===== src/design/jsu_pkg.sv =====
// Shared types and codes for the JSON string unescape block.
// Used by the front, queue, back, top level and checker; no dependencies.
package jsu_pkg;

  // Result status codes as they appear on out_tuser
  localparam logic [1:0] ST_BYTE   = 2'd0;
  localparam logic [1:0] ST_CLOSED = 2'd1;
  localparam logic [1:0] ST_ERROR  = 2'd2;

  // Command kinds passed from the front to the back
  localparam logic [1:0] KIND_RAW    = 2'd0;  // one byte, passed as is
  localparam logic [1:0] KIND_CP     = 2'd1;  // code point, expand to UTF-8
  localparam logic [1:0] KIND_CLOSED = 2'd2;
  localparam logic [1:0] KIND_ERROR  = 2'd3;

  localparam int CP_W = 21;

  // Default depth of the command queue between front and back
  localparam int QUEUE_DEPTH = 4;

  typedef struct packed {
    logic [1:0]      kind;
    logic [CP_W-1:0] value;
  } cmd_t;

endpackage


===== src/design/jsu_front.sv =====
// Front end: parses one input byte per transfer and issues at most one command.
// Depends on jsu_pkg.
module jsu_front import jsu_pkg::*; (
  input  logic       clk,
  input  logic       rst_n,
  input  logic       accept,
  input  logic [7:0] in_byte,
  input  logic       input_end,
  output logic       push,
  output cmd_t       cmd
);

  localparam logic [2:0] PH_IDLE    = 3'd0;
  localparam logic [2:0] PH_BODY    = 3'd1;
  localparam logic [2:0] PH_ESC     = 3'd2;
  localparam logic [2:0] PH_HEX     = 3'd3;
  localparam logic [2:0] PH_PAIR_BS = 3'd4;
  localparam logic [2:0] PH_PAIR_U  = 3'd5;
  localparam logic [2:0] PH_HEX_LO  = 3'd6;

  logic [2:0]  phase_r, phase_nxt;
  logic [15:0] hex_r, hex_nxt;
  logic [1:0]  cnt_r, cnt_nxt;
  logic [9:0]  hs_r, hs_nxt;

  logic        gen;
  logic        fail;
  logic        hex_ok;
  logic [3:0]  digit;
  logic [15:0] acc;
  logic        ws;

  always_comb begin
    hex_ok = 1'b1;
    digit  = 4'd0;
    if (in_byte >= 8'h30 && in_byte <= 8'h39) begin
      digit = in_byte[3:0];
    end else if ((in_byte >= 8'h61 && in_byte <= 8'h66) ||
                 (in_byte >= 8'h41 && in_byte <= 8'h46)) begin
      digit = in_byte[3:0] + 4'd9;
    end else begin
      hex_ok = 1'b0;
    end
  end

  assign acc = {hex_r[11:0], digit};
  assign ws  = (in_byte == 8'h20) || (in_byte == 8'h09) ||
               (in_byte == 8'h0A) || (in_byte == 8'h0D);

  always_comb begin
    phase_nxt = phase_r;
    hex_nxt   = hex_r;
    cnt_nxt   = cnt_r;
    hs_nxt    = hs_r;
    gen       = 1'b0;
    fail      = 1'b0;
    cmd       = '0;
    if (phase_r == PH_IDLE || phase_r > PH_HEX_LO) begin
      phase_nxt = PH_IDLE;
      if (!input_end && !ws) begin
        if (in_byte == 8'h22) phase_nxt = PH_BODY;
        else fail = 1'b1;
      end
    end else if (input_end) begin
      fail = 1'b1;
    end else begin
      case (phase_r)
        PH_BODY: begin
          if (in_byte == 8'h22) begin
            gen      = 1'b1;
            cmd.kind = KIND_CLOSED;
            phase_nxt = PH_IDLE;
            hex_nxt  = '0;
            cnt_nxt  = '0;
            hs_nxt   = '0;
          end else if (in_byte < 8'h20) begin
            fail = 1'b1;
          end else if (in_byte == 8'h5C) begin
            phase_nxt = PH_ESC;
          end else begin
            gen       = 1'b1;
            cmd.kind  = KIND_RAW;
            cmd.value = CP_W'(in_byte);
          end
        end
        PH_ESC: begin
          phase_nxt = PH_BODY;
          gen       = 1'b1;
          cmd.kind  = KIND_RAW;
          case (in_byte)
            8'h22, 8'h5C, 8'h2F: cmd.value = CP_W'(in_byte);
            8'h62: cmd.value = CP_W'(8'h08);
            8'h66: cmd.value = CP_W'(8'h0C);
            8'h6E: cmd.value = CP_W'(8'h0A);
            8'h72: cmd.value = CP_W'(8'h0D);
            8'h74: cmd.value = CP_W'(8'h09);
            8'h75: begin
              gen       = 1'b0;
              phase_nxt = PH_HEX;
              hex_nxt   = '0;
              cnt_nxt   = '0;
            end
            default: begin
              gen  = 1'b0;
              fail = 1'b1;
            end
          endcase
        end
        PH_HEX, PH_HEX_LO: begin
          if (!hex_ok) begin
            fail = 1'b1;
          end else if (cnt_r != 2'd3) begin
            hex_nxt = acc;
            cnt_nxt = cnt_r + 2'd1;
          end else begin
            hex_nxt = '0;
            cnt_nxt = '0;
            if (phase_r == PH_HEX) begin
              if (acc[15:10] == 6'b110110) begin
                hs_nxt    = acc[9:0];
                phase_nxt = PH_PAIR_BS;
              end else if (acc[15:10] == 6'b110111) begin
                fail = 1'b1;
              end else begin
                gen       = 1'b1;
                cmd.kind  = KIND_CP;
                cmd.value = CP_W'(acc);
                phase_nxt = PH_BODY;
              end
            end else begin
              if (acc[15:10] != 6'b110111) begin
                fail = 1'b1;
              end else begin
                gen       = 1'b1;
                cmd.kind  = KIND_CP;
                cmd.value = CP_W'(21'h10000) + CP_W'({hs_r, acc[9:0]});
                hs_nxt    = '0;
                phase_nxt = PH_BODY;
              end
            end
          end
        end
        PH_PAIR_BS: begin
          if (in_byte == 8'h5C) phase_nxt = PH_PAIR_U;
          else fail = 1'b1;
        end
        default: begin
          if (in_byte == 8'h75) begin
            phase_nxt = PH_HEX_LO;
            hex_nxt   = '0;
            cnt_nxt   = '0;
          end else begin
            fail = 1'b1;
          end
        end
      endcase
    end
    // drop all string state on a fault
    if (fail) begin
      phase_nxt = PH_IDLE;
      hex_nxt   = '0;
      cnt_nxt   = '0;
      hs_nxt    = '0;
      gen       = 1'b1;
      cmd.kind  = KIND_ERROR;
      cmd.value = '0;
    end
  end

  assign push = accept && gen;

  always_ff @(posedge clk) begin
    if (!rst_n) begin
      phase_r <= PH_IDLE;
      hex_r   <= '0;
      cnt_r   <= '0;
      hs_r    <= '0;
    end else if (accept) begin
      phase_r <= phase_nxt;
      hex_r   <= hex_nxt;
      cnt_r   <= cnt_nxt;
      hs_r    <= hs_nxt;
    end
  end

endmodule


===== src/design/jsu_fifo.sv =====
// Command queue between front and back: registered count, one write, one read.
// Depends on jsu_pkg for the command type.
module jsu_fifo import jsu_pkg::*; #(
  parameter int DEPTH = QUEUE_DEPTH
) (
  input  logic clk,
  input  logic rst_n,
  input  logic push,
  input  cmd_t wr_cmd,
  input  logic pop,
  output cmd_t rd_cmd,
  output logic not_empty,
  output logic full
);

  localparam int AW = (DEPTH > 1) ? $clog2(DEPTH) : 1;
  localparam int CW = $clog2(DEPTH + 1);

  cmd_t          mem_r [DEPTH];
  logic [AW-1:0] wp_r, wp_nxt;
  logic [AW-1:0] rp_r, rp_nxt;
  logic [CW-1:0] cnt_r, cnt_nxt;

  assign not_empty = (cnt_r != '0);
  assign full      = (cnt_r == CW'(DEPTH));
  assign rd_cmd    = mem_r[rp_r];

  always_comb begin
    wp_nxt  = wp_r;
    rp_nxt  = rp_r;
    cnt_nxt = cnt_r;
    if (push) wp_nxt = (wp_r == AW'(DEPTH - 1)) ? '0 : wp_r + AW'(1);
    if (pop)  rp_nxt = (rp_r == AW'(DEPTH - 1)) ? '0 : rp_r + AW'(1);
    if (push && !pop) cnt_nxt = cnt_r + CW'(1);
    else if (pop && !push) cnt_nxt = cnt_r - CW'(1);
  end

  always_ff @(posedge clk) begin
    if (push) mem_r[wp_r] <= wr_cmd;
  end

  always_ff @(posedge clk) begin
    if (!rst_n) begin
      wp_r  <= '0;
      rp_r  <= '0;
      cnt_r <= '0;
    end else begin
      wp_r  <= wp_nxt;
      rp_r  <= rp_nxt;
      cnt_r <= cnt_nxt;
    end
  end

endmodule


===== src/design/jsu_back.sv =====
// Back end: expands each command into one to four result transfers (UTF-8 bytes).
// Depends on jsu_pkg.
module jsu_back import jsu_pkg::*; (
  input  logic       clk,
  input  logic       rst_n,
  input  cmd_t       head,
  input  logic       head_valid,
  output logic       pop,
  output logic       out_tvalid,
  input  logic       out_tready,
  output logic [7:0] out_tdata,
  output logic [1:0] out_tuser,
  output logic       out_tlast
);

  logic       busy_r;
  logic [7:0] byte_r [4];
  logic [7:0] byte_nxt [4];
  logic [1:0] n_r, n_nxt;
  logic [1:0] st_r, st_nxt;
  logic [1:0] idx_r;
  logic       done;
  logic [CP_W-1:0] v;

  assign v = head.value;

  // encode the queue head so it is ready to load
  always_comb begin
    byte_nxt[0] = 8'h00;
    byte_nxt[1] = 8'h00;
    byte_nxt[2] = 8'h00;
    byte_nxt[3] = 8'h00;
    n_nxt       = 2'd0;
    st_nxt      = ST_BYTE;
    case (head.kind)
      KIND_RAW: byte_nxt[0] = v[7:0];
      KIND_CP: begin
        if (v < CP_W'(21'h80)) begin
          byte_nxt[0] = v[7:0];
        end else if (v < CP_W'(21'h800)) begin
          n_nxt       = 2'd1;
          byte_nxt[0] = {3'b110, v[10:6]};
          byte_nxt[1] = {2'b10, v[5:0]};
        end else if (v < CP_W'(21'h10000)) begin
          n_nxt       = 2'd2;
          byte_nxt[0] = {4'b1110, v[15:12]};
          byte_nxt[1] = {2'b10, v[11:6]};
          byte_nxt[2] = {2'b10, v[5:0]};
        end else begin
          n_nxt       = 2'd3;
          byte_nxt[0] = {5'b11110, v[20:18]};
          byte_nxt[1] = {2'b10, v[17:12]};
          byte_nxt[2] = {2'b10, v[11:6]};
          byte_nxt[3] = {2'b10, v[5:0]};
        end
      end
      KIND_CLOSED: st_nxt = ST_CLOSED;
      default:     st_nxt = ST_ERROR;
    endcase
  end

  assign done = out_tready && (idx_r == n_r);
  assign pop  = head_valid && (!busy_r || done);

  always_ff @(posedge clk) begin
    if (pop) begin
      byte_r <= byte_nxt;
      n_r    <= n_nxt;
      st_r   <= st_nxt;
    end
  end

  always_ff @(posedge clk) begin
    if (!rst_n) begin
      busy_r <= 1'b0;
      idx_r  <= '0;
    end else if (pop) begin
      busy_r <= 1'b1;
      idx_r  <= '0;
    end else if (busy_r && out_tready) begin
      if (done) busy_r <= 1'b0;
      else idx_r <= idx_r + 2'd1;
    end
  end

  assign out_tvalid = busy_r;
  assign out_tdata  = byte_r[idx_r];
  assign out_tuser  = st_r;
  assign out_tlast  = (idx_r == n_r);

endmodule


===== src/design/json_string_unescape_utf8.sv =====
// JSON string unescape to UTF-8.
// Input channel: one raw byte per transfer (in_tdata); in_tuser[0] marks end
// of input, in which case the byte is ignored. Leading space, tab, CR and LF
// are skipped until an opening quote; the string body is then decoded.
// Result channel: out_tdata is a UTF-8 byte, out_tuser the status (0 byte,
// 1 string closed, 2 error), out_tlast the final result of one input byte.
// A \uXXXX escape yields 1 to 3 transfers; a surrogate pair yields 4.
// Throughput: one input byte per cycle while the command queue is not full.
// The front parses a byte in the cycle it is taken; the back sends one result
// per cycle while out_tready is high, and the command queue absorbs the input
// while the bytes of a multi-byte code point go out. Each command is written
// into the queue, then popped into the registered output stage.
// in_tready drops only when the command queue is full, so a stalled receiver
// backs up the input after DEPTH queued commands plus the one held in the
// output stage; bytes that issue no command do not fill the queue.
// Reset (rst_n low, synchronous) returns the parser to idle and empties the
// queue and the output stage.
// Depends on jsu_pkg, jsu_front, jsu_fifo and jsu_back.
module json_string_unescape_utf8 import jsu_pkg::*; #(
  parameter int DEPTH = QUEUE_DEPTH
) (
  input  logic       clk,
  input  logic       rst_n,
  input  logic       in_tvalid,
  output logic       in_tready,
  input  logic [7:0] in_tdata,   // [7:0] in_byte
  input  logic [0:0] in_tuser,   // [0] input_end
  output logic       out_tvalid,
  input  logic       out_tready,
  output logic [7:0] out_tdata,  // [7:0] out_byte
  output logic [1:0] out_tuser,  // [1:0] status
  output logic       out_tlast
);

  logic accept;
  logic push;
  logic pop;
  logic q_valid;
  logic q_full;
  cmd_t wr_cmd;
  cmd_t head;

  assign in_tready = !q_full;
  assign accept    = in_tvalid && in_tready;

  jsu_front u_front (
    .clk       (clk),
    .rst_n     (rst_n),
    .accept    (accept),
    .in_byte   (in_tdata),
    .input_end (in_tuser[0]),
    .push      (push),
    .cmd       (wr_cmd)
  );

  jsu_fifo #(.DEPTH(DEPTH)) u_fifo (
    .clk       (clk),
    .rst_n     (rst_n),
    .push      (push),
    .wr_cmd    (wr_cmd),
    .pop       (pop),
    .rd_cmd    (head),
    .not_empty (q_valid),
    .full      (q_full)
  );

  jsu_back u_back (
    .clk        (clk),
    .rst_n      (rst_n),
    .head       (head),
    .head_valid (q_valid),
    .pop        (pop),
    .out_tvalid (out_tvalid),
    .out_tready (out_tready),
    .out_tdata  (out_tdata),
    .out_tuser  (out_tuser),
    .out_tlast  (out_tlast)
  );

endmodule


===== config.mk =====
export PLATFORM = sky130hd
export DESIGN_NAME = json_string_unescape_utf8
export DESIGN_NICKNAME = d
export VERILOG_FILES = /design/src/design/jsu_pkg.sv /design/src/design/jsu_front.sv /design/src/design/jsu_fifo.sv /design/src/design/jsu_back.sv /design/src/design/json_string_unescape_utf8.sv
export SDC_FILE = /design/constraint.sdc
export NUM_CORES = 1
export LEC_CHECK = 0
export BUFFER_PORTS_ARGS = -buffer_cell sky130_fd_sc_hd__buf_2
export CAP_MARGIN = 20
export CELL_PAD_IN_SITES_DETAIL_PLACEMENT = 1
export CELL_PAD_IN_SITES_GLOBAL_PLACEMENT = 1
export CORE_MARGIN = 1.5
export CORE_UTILIZATION = 46
export DETAILED_ROUTE_END_ITERATION = 6
export GPL_ROUTABILITY_DRIVEN = 0
export PLACE_DENSITY_LB_ADDON = 0.1
export SLEW_MARGIN = 30
export SYNTH_ARGS = -nofsm -noshare
export SYNTH_HDL_FRONTEND = slang
export SYNTH_SLANG_ARGS = --single-unit
export TNS_END_PERCENT = 50

===== constraint.sdc =====
create_clock -name clk -period 3.6 [get_ports clk]
set_input_delay 0.72 -clock clk [delete_from_list [all_inputs] [get_ports clk]]
set_output_delay 0.72 -clock clk [all_outputs]
set_load 0.02 [all_outputs]

# Word-level counts from Yosys, hierarchy flattened
# Memories as Yosys holds them, arrays and structs flattened. A register that Yosys moved wholly into a read port is not among the register bits.
# Index checks and enable logic that the tools add are counted.
# op_classes
add_sub_neg	8
order_cmp	12
n_eq_ne	44
mux	114
bitwise_logic	4
reduce_logical	46
# op_table
operator	n
two-way mux 23 bit	8
two-way mux 10 bit	9
two-way mux 12 bit	7
case mux 23 bit (3 select lines)	1
== test 8 x 7 -> 1 bit (second input constant)	7
two-way mux 3 bit	17
case mux 8 bit (6 select lines)	1
two-way mux 22 bit	2
two-way mux 21 bit	2
two-way mux 8 bit	5
two-way mux 1 bit	37
case mux 12 bit (3 select lines)	1
two-way mux 2 bit	13
== test 8 x 4 -> 1 bit (second input constant)	3
== test 8 x 6 -> 1 bit (second input constant)	3
adder 17 x 20 -> 21 bit (first input constant)	1
less-than comparator 21 x 12 -> 1 bit (second input constant)	1
less-than comparator 21 x 17 -> 1 bit (second input constant)	1
less-than comparator 21 x 8 -> 1 bit (second input constant)	1
case mux 10 bit (2 select lines)	1
binary-select mux 8 bit (select 2 bit)	1
greater-or-equal comparator 8 x 7 -> 1 bit (second input constant)	2
less-or-equal comparator 8 x 7 -> 1 bit (second input constant)	2
two-way mux 16 bit	1
other kinds (54)	101
# word_totals
register_bits	73
mem_bits_rw	92
in_bits	13
output_inout_bits	13
word_cells	247
n_memories	1
# mem_list
name	words	width	rd	rd_clocked_by_memory_dff	wr	line	rtl
u_fifo.mem_r	4	23	1	1	1	jsu_fifo.sv:19	cmd_t mem_r [DEPTH];

# Logic depth before layout (Yosys ltp)
# Gate-level depths: netlist (run 1).
# logic_depth
word_depth	15
mapped_depth	15

# Cells and area by module
# From an unflattened synthesis (run 1), not the netlist that was laid out.
# unflattened
cells_unflattened	636
hier_area_um2	8157.8
# modules_own_cells
module	instances	cells_each	area_per_inst_um2	seq_area_each_um2
jsu_fifo	1	164	3812.4	2942.8
jsu_front	1	309	2379.8	540.5
jsu_back	1	161	1955.6	1021.0
json_string_unescape_utf8	1	2	10.0	0.0

# Worst setup path after synthesis (run 1)
# No wires, ideal clock.
# synth_timing
path_type	register -> register
from	register u_back.n_r[1]
to	register u_fifo.cnt_r[2]
setup_ps	72
arrival_ps	3800
required_ps	3528
slack_ps	-272
stages_incl_launch_ff	12
synth_period_minus_slack_ps	3872
cell_sequence	edfxtp_1 -> xor2_1 -> nor2_1 -> a21oi_1 -> nor2_1 -> inv_1 -> ha_1 -> inv_1 -> fa_1 -> xor2_1 -> or3_1 -> a21oi_1
# synth_between
elab_chain_len	7
word_cells_on_any_way	9
classes_between	eq/ne (1); mux (1); reduce/logical (7)
# synth_rtl
item	line	rtl
start, declared	jsu_back.sv:19	logic [1:0] n_r, n_nxt;
start signal, assigned	jsu_back.sv:68	n_r <= n_nxt;
== test 2 bit (*)	-	
via out_tlast	json_string_unescape_utf8.sv:32	output logic out_tlast
logical AND 1 bit (*)	jsu_back.sv:62	assign done = out_tready && (idx_r == n_r);
logical OR 1 bit (*)	jsu_back.sv:63	assign pop = head_valid && (!busy_r || done);
logical AND 1 bit (*)	jsu_back.sv:63	
via pop	json_string_unescape_utf8.sv:37	logic pop;
logical NOT 1 bit	jsu_fifo.sv:34	if (push && !pop) cnt_nxt = cnt_r + CW'(1);
logical AND 1 bit	jsu_fifo.sv:34	
two-way mux 3 bit / nonzero test 2 bit (equally long branches)	-	
end signal, assigned	jsu_fifo.sv:50	cnt_r <= cnt_nxt;
end, declared	jsu_fifo.sv:22	logic [CW-1:0] cnt_r, cnt_nxt;
# Mark *: on every way through the listed nets, which the timed path passes. The rest lies on a longest branch.
# A chain may end at the register's enable or synchronous reset.

# Final worst setup path (run 1)
# layout_timing
from	input port in_tdata[3]
to	register u_fifo.cnt_r[2]
# layout_between
elab_chain_len	14
word_cells_on_any_way	58
classes_between	order compare (7); eq/ne (13); mux (22); reduce/logical (16)
# layout_rtl
item	line	rtl
start, declared	json_string_unescape_utf8.sv:26	input logic [7:0] in_tdata,
greater-or-equal comparator 8 x 7 -> 1 bit (tied with other cells)	jsu_front.sv:38	end else if ((in_byte >= 8'h61 && in_byte <= 8'h66) ||
logical AND 1 bit, on equally long branches	jsu_front.sv:38, jsu_front.sv:39	
logical OR 1 bit	jsu_front.sv:38	
two-way mux 1 bit	jsu_front.sv:38	
two-way mux 1 bit	jsu_front.sv:36	if (in_byte >= 8'h30 && in_byte <= 8'h39) begin
two-way mux 1 bit	jsu_front.sv:110	if (!hex_ok) begin
case mux 1 bit (4 select lines) / case mux 1 bit (3 select lines) (equally long branches)	jsu_front.sv:67	case (phase_r)
two-way mux 1 bit	jsu_front.sv:64	end else if (input_end) begin
two-way mux 1 bit	jsu_front.sv:58	if (phase_r == PH_IDLE || phase_r > PH_HEX_LO) begin
two-way mux 1 bit (*)	jsu_front.sv:159	if (fail) begin
logical AND 1 bit (*)	jsu_front.sv:170	assign push = accept && gen;
via push	json_string_unescape_utf8.sv:36	logic push;
logical NOT 1 bit	jsu_fifo.sv:35	else if (pop && !push) cnt_nxt = cnt_r - CW'(1);
logical AND 1 bit	jsu_fifo.sv:35	
nonzero test 2 bit (no line)	-	
# Marks and branches as above.

==> qor.txt, run 1 <==
Top-count cell post-synth -> edfxtp_1
Core Region -> 16800 um2
FMAX -> 291 MHz
DP HPWL -> 16.0 mm
Port buffer count -> 25
Syn Inst Count -> 656
Fin crit share -> 0.954
Switch share -> 0.321
Width of the die -> 135 um
Clock tree root driver cell -> clkbuf_16
Netlist cell types -> 67
Worst Path Arrival -> 3780 ps
Total grt overflow -> 0
Peak VDD IR -> 0.000409 V
Top post-synthesis cells by area -> edfxtp_1 (47%), dfxtp_1 (9.8%), mux4_2 (8.5%)
Ys Warns -> 0
Global Route met2 Usage -> 0.455
Final Hold Fails -> 0
Antenna violations before repair -> 0
Die height -> 135 um
Setup bufs post-CTS -> 0
Worst-path fanout max -> 2
Io pins -> 26
Clk_lat worst skew -> 440 ps
Post-CTS Resized -> 0
Initial Util -> 0.476
Critical setup path kind -> in -> reg
Layout Cells excl Fill -> 978
Register area share after synthesis -> 0.564
Yosys top cell by area -> edfxtp_1
Share of the synthesized area in the top cell type -> 0.466
Slew Viols, Final -> 0
Outcome -> finished clean
Fin nets -> 771
Worst Path Required -> 3950 ps
Post-Synthesis Net Count -> 682
Int Power -> 3.97 mW
Max_slew headroom -> 0.502
Routed len/inst -> 21.9 um
RSZ-0062 raised after global routing -> no
Max_cap viols -> 0
Crit path time final -> 3430 ps
DR vias -> 5847
Leakage -> 3.41 nW
P per Cell Area -> 616 nW/um2
Diodes inserted -> 0
GR Util met1 -> 0.294
Busiest grt layer -> met2
Clock sinks -> 163
Slew @ Worst Pin -> 745 ps
Area of the multi-input gates -> 3290 um2
Post-synth top cells -> edfxtp_1 (124), nor2_1 (57), nand2_1 (56)
Cell Area, Synth -> 7980 um2
Clock power share -> 0.289
Largest net degree at the start of global routing -> 34
Layout Skew -> 12.9 ps
DR vias/cell -> 5.98
Filler Cell Count -> 1778
Hold Buf Count CTS -> 0
CP Capture Type -> register
Utilization after layout -> 0.566
Vias in the first global route -> 6274
Clk buf depth -> 2
Initial detailed-routing violation count -> 348
Die area -> 18200 um2
Register Area -> 4500 um2
H-tree levels -> 4
Post-synth EDFFs -> 124
Placed cell count -> 946
Hold WC Path Type -> reg -> reg
Most used DFF post-synth -> edfxtp_1
CP Launch Type -> input port
Layout cells sized above 1 -> 0.248
Switch Pwr -> 1.88 mW
ANT nets after route -> 0
First-pass GRT wire length -> 34.4 mm
Worst-path clk slew -> 60 ps
Tot GR Track Use -> 0.252
TritonCTS clock tree -> done
Seq pwr share -> 0.427
Row count -> 47
Final setup fails -> 0
Avg Cell Area, Syn -> 12.2 um2
Residual DRC -> 0
DR pass1 iterations -> 5
Comb pwr share -> 0.285
Total CTS buffers -> 17
Share of flip-flops with an asynchronous set or reset -> 0
Flops & latches, synth -> 163
Routed wire length -> 21.4 mm
Final TNS setup -> 0 ps
Met3 usage -> 0.0484
Synthesis-to-finish area growth -> 18.9%
-- flip-flops by register name, summed over array words and instances, names as in the netlist, named ones only --
signal	flops
u_fifo.mem_r	92
u_front.phase_r	3
u_back.n_r	2
u_front.hs_r	10
u_fifo.cnt_r	3
u_fifo.rp_r	2
u_front.hex_r	12
u_back.idx_r	2
u_back.out_tvalid	1
u_back.byte_r	28
u_front.cnt_r	2
u_fifo.wp_r	2
u_back.out_tuser	2
-- routing by layer --
| metal | wire, um | share of wire |
|---|---|---|
| met5 | 0 | 0 |
| met1 | 8660 | 0.41 |
| met3 | 842 | 0.039 |
| met2 | 11300 | 0.53 |
| met4 | 605 | 0.028 |
-- critical path, stage by stage --
cell and delay, ps:
buf_2 120, or4b_4 560, a211oi_4 190, o21ai_0 180, nor3_1 350, o41ai_2 170, a21oi_4 220, ha_2 210
inv_1 50, fa_1 380, xor2_1 190, or3_1 310, a21oi_1 140
-- stage by stage --
step | instance area, um2 | setup slack (ps) | power (mW) | hold slack, ps
2_1_floorplan | 8030 | 24.7 | 3.66 | 433
3_3_place_gp | 8910 | -96.5 | 4.13 | 446
3_5_place_dp | 8910 | -346 | 4.21 | 469
4_1_cts | 9460 | 102 | 5.89 | 471
5_1_grt | 9490 | 9.02 | 6.13 | 484
6_report | 9490 | 166 | 5.85 | 470
-- final cells by class --
cell class | count | share of cell area
Inverter | 21 | 0.00830
Tap cell | 220 | 0.0290
Sequential cell | 163 | 0.475
Clock inverter | 14 | 0.0131
Multi-Input combinational cell | 439 | 0.347
Clock buffer | 18 | 0.0452
Timing Repair Buffer | 103 | 0.0828
-- cells in the final DEF, fill, tap and decap left out, drive strengths merged, types with 5 or more instances in the layout --
cell type and n:
ha 12, clkbuf 18, nand2 56, buf 103
a21oi 33, nand3 28, dfxtp 39, nand4 7
nor3b 5, mux4 30, o21a 5, and3 6
a31oi 10, nor4 5, nor2 58, a22oi 5
nor3 12, edfxtp 124, nor2b 6, a211oi 9
a22o 12, clkinv 7, xor2 5, and2 18
mux2i 23, o21ai 33, inv 26, a21o 6
-- kinds of logic after synthesis --
family / count (synthesis) / share of synthesized area
simple gates: 222 / 0.141
flops: 163 / 0.564
compound gates: 145 / 0.121
buf+inv: 54 / 0.0321
mux: 53 / 0.113
fa+ha+maj: 13 / 0.0213
xor+xnor: 6 / 0.00658
-- power groups by stage --
stage          Combinational, mW  Sequential (mW)  Clock, mW
2_1_floorplan               1.15             2.52          0
3_3_place_gp                1.61             2.51          0
3_5_place_dp                1.66             2.54          0
4_1_cts                     1.68             2.50       1.71
5_1_grt                     1.83             2.53       1.78
6_report                    1.67             2.49       1.69
-- worst paths after layout --
| kind | startpoint | to | slack, ps | cells past startpoint |
|---|---|---|---|---|
| worst max-delay path | in_tdata[3] | u_fifo.cnt_r[2] | 170 | 13 |
| worst min-delay path | u_front.hs_r[3] | u_front.hs_r[3] | 470 | 2 |
| worst max register to register | u_front.phase_r[1] | u_fifo.cnt_r[2] | 250 | 10 |
| worst min register to register | u_front.hs_r[3] | u_front.hs_r[3] | 470 | 2 |
Note: power is estimated with default switching activity, not from simulation.
==> run 2, diff against run 1 <==
--- a/config.mk
+++ b/config.mk
@@ -9,6 +9,7 @@
 export CAP_MARGIN = 20
 export CELL_PAD_IN_SITES_DETAIL_PLACEMENT = 1
 export CELL_PAD_IN_SITES_GLOBAL_PLACEMENT = 1
+export CORE_ASPECT_RATIO = 1.1
 export CORE_MARGIN = 1.5
 export CORE_UTILIZATION = 46
 export DETAILED_ROUTE_END_ITERATION = 6
==> qor.txt, run 2 (synthesis gave the netlist of run 1 again) <==
RSZ-0062 raised after global routing -> no (unchanged)
Seq pwr share -> 0.421 (was 0.427)
Total grt overflow -> 0 (unchanged)
DP HPWL -> 15.6 mm (was 16.0 mm)
ANT nets after route -> 0 (unchanged)
Fin nets -> 773 (was 771)
Switch share -> 0.313 (was 0.321)
Port buffer count -> 25 (unchanged)
Outcome -> finished clean (unchanged)
Synthesis-to-finish area growth -> 19.5% (was 18.9%)
Largest net degree at the start of global routing -> 34 (unchanged)
TritonCTS clock tree -> done (unchanged)
Crit path time final -> 3360 ps (was 3430 ps)
Comb pwr share -> 0.280 (was 0.285)
Layout cells sized above 1 -> 0.247 (was 0.248)
Clock sinks -> 163 (unchanged)
Vias in the first global route -> 6211 (was 6274)
Tot GR Track Use -> 0.245 (was 0.252)
Slew Viols, Final -> 0 (unchanged)
Clk_lat worst skew -> 430 ps (was 440 ps)
Routed wire length -> 20.8 mm (was 21.4 mm)
Initial Util -> 0.469 (was 0.476)
Residual DRC -> 0 (unchanged)
Max_slew headroom -> 0.402 (was 0.502)
Biggest regs -> u_fifo.mem_r (92), u_back.byte_r (28), u_front.hex_r (12) (unchanged)
Int Power -> 4.08 mW (was 3.97 mW)
DR vias -> 5763 (was 5847)
Clock tree root driver cell -> clkbuf_16 (unchanged)
Max reg flops -> 92 (unchanged)
Worst Path Arrival -> 3720 ps (was 3780 ps)
Crit. Startpoint -> in_tdata[4] (was in_tdata[3])
DR pass1 iterations -> 5 (unchanged)
Worst-path clk slew -> 60 ps (about the same)
Total CTS buffers -> 17 (unchanged)
Most frequent cells in the layout -> edfxtp_1 (124), buf_4 (74), nand2_1 (56), nor2_1 (56), dfxtp_1 (39) (was edfxtp_1 (124), buf_4 (72), nand2_1 (56), nor2_1 (56), dfxtp_1 (39))
Layout Skew -> 8.56 ps (was 12.9 ps)
Io pins -> 26 (unchanged)
Core Region -> 17000 um2 (was 16800 um2)
Leakage -> 3.44 nW (was 3.41 nW)
Hold Buf Count CTS -> 0 (unchanged)
DR vias/cell -> 5.80 (was 5.98)
Worst Path Required -> 3950 ps (about the same)
Clk buf depth -> 2 (unchanged)
Diodes inserted -> 0 (unchanged)
CP Capture Type -> register (unchanged)
Worst-path fanout max -> 3 (was 2)
Width of the die -> 129 um (was 135 um)
Slew @ Worst Pin -> 890 ps (was 745 ps)
P per Cell Area -> 622 nW/um2 (was 616 nW/um2)
Hold WC Path Type -> reg -> reg (unchanged)
Antenna violations before repair -> 0 (unchanged)
Utilization after layout -> 0.561 (was 0.566)
Die area -> 18200 um2 (about the same)
CP Launch Type -> input port (unchanged)
Peak VDD IR -> 0.000397 V (was 0.000409 V)
Routed len/inst -> 20.9 um (was 21.9 um)
Critical setup path kind -> in -> reg (unchanged)
Fin crit share -> 0.934 (was 0.954)
Row count -> 50 (was 47)
Initial detailed-routing violation count -> 414 (was 348)
First-pass GRT wire length -> 33.4 mm (was 34.4 mm)
Final Hold Fails -> 0 (unchanged)
Hold_sp -> u_front.hs_r[0] (was u_front.hs_r[3])
Switch Pwr -> 1.86 mW (was 1.88 mW)
Commonest non-fill, non-tap cell in the layout -> edfxtp_1 (unchanged)
Die height -> 141 um (was 135 um)
Final setup fails -> 0 (unchanged)
Most flops, register -> u_fifo.mem_r (unchanged)
FMAX -> 297 MHz (was 291 MHz)
Clock power share -> 0.299 (was 0.289)
Total power -> 5.94 mW (was 5.85 mW)
H-tree levels -> 4 (unchanged)
Max_cap viols -> 0 (unchanged)
==> run 2: cell count changes in the layout (fill, tap and decap cells not counted), sizes merged <==
cell | before | now
clkbuf | 18 | 21
buf | 103 | 105
inv | 26 | 25
clkinvlp | 2 | 0
==> run 2: area by class of cell <==
class | instances | area, um2
Multi-Input combinational cell | 439 | 3270
Clock inverter | 11 | 87.6
Tap cell | 234 | 293
Inverter | 21 | 78.8
Timing Repair Buffer | 105 | 801
Sequential cell | 163 | 4500
Fill cell | 1795 | 7480
Clock buffer | 21 | 504
==> run 2: per-stage QoR <==
step / instance area, um2 / cells / hold WS (ps) / TNS [ps] / setup WS, ps
2_1_floorplan: 8030 / 656 / 433 / 0 / 24.7
3_3_place_gp: 8940 / 962 / 447 / -95.0 / -70.9
3_5_place_dp: 8940 / 962 / 460 / -2790 / -200
4_1_cts: 9540 / 994 / 469 / 0 / 254
5_1_grt: 9540 / 994 / 494 / 0 / 26.6
6_report: 9540 / 994 / 472 / 0 / 237
==> run 2: worst max-delay path, cell delays in order <==
cell,delay (ps)
buf_2,130
or4b_4,550
a211oi_4,190
o21ai_0,190
nor3_1,290
o41ai_1,160
a21oi_4,230
ha_2,220
inv_1,50
fa_1,380
xor2_1,170
or3_1,300
a21oi_1,140
==> run 2: final timing paths <==
check / end / cells past startpoint / slack (ps)
worst max register to register: u_back.byte_r[24] / 7 / 300
worst max-delay path: u_fifo.cnt_r[2] / 13 / 240
worst min register to register: u_front.hs_r[0] / 2 / 470
worst min-delay path: u_front.hs_r[0] / 2 / 470
==> run 2: repair_timing <==
item | 4_1_cts | 5_1_grt
resized for setup | 0 | 1
endpoints found under the setup margin | 0 | 1
buffers inserted | 0 | 0
==> run 2: power by group through the flow <==
stage | combinational (mW) | clock [mW] | sequential, mW
after global placement | 1.62 | 0 | 2.53
after global routing | 1.82 | 1.88 | 2.54
after detailed placement | 1.67 | 0 | 2.55
after CTS | 1.69 | 1.80 | 2.51
after floorplan | 1.15 | 0 | 2.52
final | 1.66 | 1.77 | 2.50
==> run 2: layer usage <==
| layer | global-route usage | routed length, um | part of all wire |
|---|---|---|---|
| met3 | 0.0524 | 691 | 0.033 |
| met4 | 0.116 | 715 | 0.034 |
| met1 | 0.285 | 8490 | 0.41 |
| met5 | 0 | 0 | 0 |
| met2 | 0.432 | 10900 | 0.52 |
